**config.mk**
```make
export PLATFORM = sky130hd
export DESIGN_NAME = astr_cell
export DESIGN_NICKNAME = d
export VERILOG_FILES = /design/src/rtl/astr_pkg.sv /design/src/rtl/astr_cell.sv
export SDC_FILE = /design/constraint.sdc
export NUM_CORES = 1
export LEC_CHECK = 0
export BUFFER_PORTS_ARGS = -buffer_cell sky130_fd_sc_hd__buf_2
export CORE_UTILIZATION = 49
export DETAILED_ROUTE_END_ITERATION = 10
export PLACE_DENSITY = 0.86
export SLEW_MARGIN = 0
export SYNTH_ARGS = -nofsm -noshare
export SYNTH_HDL_FRONTEND = slang
export SYNTH_SLANG_ARGS = --single-unit
export TNS_END_PERCENT = 5
```
**constraint.sdc**
```tcl
create_clock -name clk_i -period 3.4 [get_ports clk_i]
set_input_delay 0 -clock clk_i [delete_from_list [all_inputs] [get_ports clk_i]]
set_output_delay 0 -clock clk_i [all_outputs]
set_load 0.02 [all_outputs]
```
**src/rtl/astr_pkg.sv**
```systemverilog
// Shared types and codes for the active set max tracker.
package astr_pkg;

  localparam int unsigned ModeBits   = 2;
  localparam int unsigned StatusBits = 2;
  localparam int unsigned PortBits   = 32;
  localparam int unsigned TagBits    = 16;

  typedef enum logic [ModeBits-1:0] {
    MODE_INSERT = 2'd0,
    MODE_QUERY  = 2'd1,
    MODE_REMOVE = 2'd2
  } mode_e;

  typedef enum logic [StatusBits-1:0] {
    STATUS_OK        = 2'd0,
    STATUS_EMPTY     = 2'd1,
    STATUS_FULL      = 2'd2,
    STATUS_NOT_FOUND = 2'd3
  } status_e;

  typedef enum logic [1:0] {
    ST_IDLE = 2'd0,
    ST_CMP  = 2'd1,
    ST_UPD  = 2'd2,
    ST_RES  = 2'd3
  } state_e;

  // Control broadcast from the sequencer to every cell.
  typedef struct packed {
    logic cmp;  // register the compare flags against the command value
    logic ins;  // commit an insert
    logic rem;  // commit a remove
  } cell_ctl_t;

endpackage

```
**src/rtl/astr_cell.sv**
```systemverilog
// One slot of the sorted chain: holds a value, compares it, shifts with its neighbors.
module astr_cell
  import astr_pkg::*;
#(
  parameter int unsigned VALUE_BITS = 32
) (
  input  logic                         clk_i,
  input  logic                         rst_ni,
  input  cell_ctl_t                    ctl_i,
  input  logic signed [VALUE_BITS-1:0] cmd_value_i,
  input  logic                         prev_valid_i,
  input  logic signed [VALUE_BITS-1:0] prev_value_i,
  input  logic                         prev_gt_i,
  input  logic                         prev_keep_i,
  input  logic                         next_valid_i,
  input  logic signed [VALUE_BITS-1:0] next_value_i,
  output logic                         valid_o,
  output logic signed [VALUE_BITS-1:0] value_o,
  output logic                         gt_o,
  output logic                         keep_o,
  output logic                         match_o
);

  logic                         valid_q, valid_d;
  logic signed [VALUE_BITS-1:0] value_q, value_d;
  logic                         gt_q, eq_q;

  // Flags from the compare step; the chain is sorted largest first.
  always_ff @(posedge clk_i or negedge rst_ni) begin
    if (!rst_ni) begin
      gt_q <= 1'b0;
      eq_q <= 1'b0;
    end else if (ctl_i.cmp) begin
      gt_q <= valid_q && (value_q > cmd_value_i);
      eq_q <= valid_q && (value_q == cmd_value_i);
    end
  end

  always_comb begin
    valid_d = valid_q;
    value_d = value_q;
    if (ctl_i.ins && !keep_o) begin
      if (prev_keep_i) begin
        valid_d = 1'b1;
        value_d = cmd_value_i;
      end else begin
        valid_d = prev_valid_i;
        value_d = prev_value_i;
      end
    end else if (ctl_i.rem && !gt_q) begin
      // close the gap: pull from the right neighbor
      valid_d = next_valid_i;
      value_d = next_value_i;
    end
  end

  always_ff @(posedge clk_i or negedge rst_ni) begin
    if (!rst_ni) begin
      valid_q <= 1'b0;
    end else begin
      valid_q <= valid_d;
    end
  end

  always_ff @(posedge clk_i) begin
    value_q <= value_d;
  end

  assign valid_o = valid_q;
  assign value_o = value_q;
  assign gt_o    = gt_q;
  assign keep_o  = gt_q | eq_q;
  assign match_o = eq_q && prev_gt_i;

endmodule

```
======== Yosys cells after proc, flatten, opt, wreduce, memory -nomap -nowiden ========
Index checks and enable logic that the tools add are counted.
storage, ports and cells
  flip-flop bits (word level) ............. 35
  latch bits .............................. 0
  bits in writable memories ............... 0
  ROM bits ................................ 0
  memories kept ........................... 0
operators by class
  $add $sub $neg .......................... 0
  $mul .................................... 0
  div/mod/pow operators ................... 0
  order comparisons ....................... 1
  eq/ne operators ......................... 1
  shifts and indexed selects .............. 0
  muxes and demuxes ....................... 6
  bitwise operators ....................... 1
  reductions and logical operators ........ 8
operators with widths
  cell                 number
  $mux W32             3
  $eq A32 B32 Y1       1
  $gt A32 B32 Y1       1
  $logic_and A1 B1 Y1  5
  $mux W1              3
  $logic_not A1 Y1     2
  $reduce_bool A2 Y1   1
  $or A1 B1 Y1         1

======== Longest topological paths before layout ========
  word-level depth ........................ 4
  gate-level depth with buffers ........... 8
  depth with buffers taken out ............ 8

======== Worst setup path after synthesis ========
No wires, ideal clock.
  kind .................................... reg-to-reg
  start point ............................. reg gt_q (netlist: gt_o)
  end point ............................... reg valid_q (netlist: valid_o)
  setup time .............................. 0.125 ns
  arrival ................................. 1.899 ns
  data required time ...................... 3.275 ns
  slack ................................... 1.376 ns
  stages on the path, launching flop included .. 5
  cell sequence ........................... dfrtp_1 inv_1 and3_1 a21o_1 mux2_2
between the ends
  word-level cells in the longest chain between the ends .. 4
RTL lines
  item                                           line             RTL
  start, declared                                astr_cell.sv:26  logic gt_q, eq_q;
  start signal, assigned                         astr_cell.sv:34  gt_q <= valid_q && (value_q > cmd_value_i);
  $or A1 B1 Y1                                   astr_cell.sv:72  assign keep_o = gt_q | eq_q;
  $logic_not A1 Y1                               astr_cell.sv:42  if (ctl_i.ins && !keep_o) begin
  $logic_and A1 B1 Y1                            astr_cell.sv:42
  $mux W1 or $reduce_bool A2 Y1 (tied branches)  -
  end signal, assigned                           astr_cell.sv:61  valid_q <= valid_d;
  end, declared                                  astr_cell.sv:24  logic valid_q, valid_d;
Parallel ways exist; a longest one is shown, timed or not.
A chain may end at the register's enable or synchronous reset.

======== Final worst setup path ========
  start point ............................. reg gt_q (netlist: gt_o)
  end point ............................... reg value_q[3] (netlist: value_o[3]) (enable)
between the ends
  word-level cells in the longest chain between the ends .. 4
RTL lines
  item                            line             RTL
  $or A1 B1 Y1                    astr_cell.sv:72
  $logic_not A1 Y1                astr_cell.sv:42
  $logic_and A1 B1 Y1             astr_cell.sv:42
  $reduce_bool A2 Y1 (no line) *  -
  end signal, assigned            astr_cell.sv:66  value_q <= value_d;
  end, declared                   astr_cell.sv:25  logic signed [VALUE_BITS-1:0] value_q, value_d;
Every way passes the cells marked *; elsewhere a longest branch is shown, timed or not.

==> results.toml <==
[run_status]
status = "completed"

[floorplan]
rows = 26
start_util = 0.511
die_w_microns = 75.2
io_pins = 141
fp.dieH_microns = 75.2
core_area_sq_mm = 0.00514
dieArea_sq_mm = 0.00566

[critical_path]
crit_start = "gt_o$_DFFE_PN0P_"
r2r_end = "value_o[3]$_DFFE_PP_"
path_class = "flip-flop to flip-flop"
r2r-start = "gt_o$_DFFE_PN0P_"
worstSetupStartpointType = "flip-flop"
rrSetupSlack_ns = 1.46
timing.critical_path.to = "value_o[3]$_DFFE_PP_"
critPathCaptureType = "flip-flop"
worstPathRequired_ns = 3.36
worstPathArrival_ns = 1.90
crit_fanout = 17
reg2reg_depth = 4

[layout]
drive_gt1_frac = 0.371
seq_area_sq_mm = 0.00104
diodes = 0
finalNonFillerCells = 488
multiInputGateArea_sq_mm = 0.00141
final_nets = 554
area_growth_syn_to_layout_pct = 32.6
fillers = 458
final_util = 0.678

[timing]
finalSetupViolations = 0
rsz0062_at_grt = "no"
fin_crit_ns = 1.94
maxSlewViolCount = 0
fin_skew_ns = 0.0103
relSlewSlack = 0.341
hold_violations = 0
fin_tns_setup_ns = 0
worst_pin_slew_ns = 0.988
fin_crit_sh = 0.570
fmax_mhz = 516

[place]
port_buffers = 140
dp_hpwl_microns = 5440
place_inst = 478
gp_congestion = 0.755

[synth]
synth.net_count = 414
yosysWarnings = 0
syn_inst = 277
synth_seq_cells = 35
ys_seq_area_frac = 0.394
syn_area_sq_mm = 0.00263
synth.distinct_cells = 31
synth.avg_cell_area_sq_um = 9.49

[clocking]
h-tree-depth = 2
cts_resized = 0
clk_pin_slew_worst_paths_ns = 0.07
clkSinkCount = 35
cts_made_buffers = 5
cts_tree = "built"
clock_latency_ns = 0.28
clockBufferDepth = 2
cts_root_buffer = "clkbuf_8"

[global_routing]
grt_pass1_wl_microns = 10200
grt_use_total = 0.241
antenna_found_initial = 0
gr-total-overflow = 0
grt_util_met2 = 0.450
first_global_vias = 2403
grt_use_met3 = 0.0509
grt_max_degree = 67
top_usage_layer = "met2"
use_met1 = 0.266

[detailed_routing]
viasPerCell = 5.12
first_iter_violations = 81
ant_nets = 0
dr_total_vias = 2499
wl_per_cell_microns = 13.7
drc = 0
first_pass_iters = 4
drt-total-wl_microns = 6690

[job]
drv_cap = 0

[power]
p_per_area_mw_per_mm2 = 554
peakVddDrop_mv = 0.263
p_leak_nw = 1.82

[worst_hold_path]
hold_path.class = "input port to flip-flop"
-- cells in the mapped netlist --
cell type,instances,area share
o211ai_1,1,0.0029
nand3_1,5,0.0095
ha_1,32,0.15
mux2_2,1,0.0043
nor4_4,1,0.0081
a21oi_1,47,0.090
a22oi_1,1,0.0029
o22ai_1,1,0.0024
nand4_2,3,0.014
nor3_1,1,0.0019
o32a_1,1,0.0038
nand4_1,3,0.0071
nor4_2,1,0.0048
mux2i_1,32,0.12
a31oi_1,1,0.0024
and2_1,1,0.0024
nand2b_1,1,0.0024
edfxtp_1,32,0.37
a21o_1,2,0.0057
dfrtp_1,3,0.029
nor2_1,39,0.056
a211oi_1,2,0.0057
clkbuf_1,1,0.0014
o211ai_2,1,0.0048
nand2_1,13,0.019
a221o_1,1,0.0038
buf_1,4,0.0057
inv_1,35,0.050
and3_1,1,0.0024
buf_2,6,0.011
o21ai_0,4,0.0076
-- layout make-up --
type,count,share of cell area
clock buffers,8,0.0230
inverters,35,0.0377
multi-input cells,196,0.406
flip-flops and latches,35,0.297
well taps,70,0.0251
repair buffers,144,0.211
-- placed cells by master (no fill, tap or decap), drive strengths merged --
| master | count |
|---|---|
| a221o | 1 |
| dfrtp | 3 |
| nand2b | 1 |
| and2 | 1 |
| clkbuf | 8 |
| a211oi | 2 |
| o211ai | 2 |
| and3 | 1 |
| buf | 142 |
| mux2 | 1 |
| o21ai | 4 |
| nand2 | 13 |
| nor2 | 39 |
| inv | 35 |
| o22ai | 1 |
| mux2i | 32 |
| edfxtp | 32 |
| nand3 | 5 |
| a21o | 2 |
| nor4 | 2 |
| a31oi | 1 |
| ha | 32 |
| a22oi | 1 |
| nand4 | 6 |
| dlygate4sd3 | 2 |
| a21oi | 47 |
| nor3 | 1 |
| o32a | 1 |
-- critical path, stage by stage (launching register included) --
cell	delay [ns]
dfrtp_1	0.37
inv_1	0.12
and3_2	0.21
a21o_1	0.54
buf_4	0.38
-- power by group --
group	switching, W	total [W]	internal (W)
sequential	0.0000637	0.000718	0.000655
clock	0.000137	0.000282	0.000145
combinational	0.000593	0.000928	0.000335
total	0.000793	0.00193	0.00114
-- cell families (layout without fill, tap and decap cells) --
kind of cell / count (synthesis) / count (layout) / share of synthesized area
multiplexers: 33 / 33 / 0.126
buffers and inverters: 46 / 187 / 0.0686
flip-flops: 35 / 35 / 0.394
adder cells (fa/ha/maj): 32 / 32 / 0.152
AND/OR/NAND/NOR: 69 / 69 / 0.127
AO/OA/AOI/OAI: 62 / 62 / 0.131
-- sequential cells by signal, indices dropped and copies added (netlist names) --
signal   flops
valid_o      1
value_o     32
eq_q         1
gt_o         1
-- timing repair --
action                                 CTS  global route
setup buffers                            0             0
hold buffers                             2             0
endpoints found under the hold margin    5             0
-- per-layer routing --
metal | up-vias | wire, microns
met4 | 0 | 200
met5 | - | 0
met3 | 19 | 323
met1 | 1114 | 2760
met2 | 96 | 3410
li1 | 1270 | -
-- how the worst min path moves through the flow --
stage	from	to	depth (start not counted)
4_1_cts	next_value_i[26]	value_o[26]$_DFFE_PP_	3
3_5_place_dp	rst_ni	eq_q$_DFFE_PN0P_	1
6_report	next_value_i[17]	value_o[17]$_DFFE_PP_	3
3_3_place_gp	rst_ni	valid_o$_DFFE_PN0P_	1
5_1_grt	next_value_i[25]	value_o[25]$_DFFE_PP_	3
2_1_floorplan	rst_ni	eq_q$_DFFE_PN0P_	0
-- metrics by stage --
step	power [W]	hold slack [ns]	worst slack [ns]	cell area (sq um)
after floorplan	0.00134	-0.296	1.38	2630
after global placement	0.00161	-0.201	1.50	3380
after detailed placement	0.00165	-0.201	1.45	3380
after CTS	0.00194	0.0362	1.43	3480
after global routing	0.00208	0.0466	1.20	3480
final	0.00193	0.0461	1.46	3480
Power figures use the tool's default switching activity.
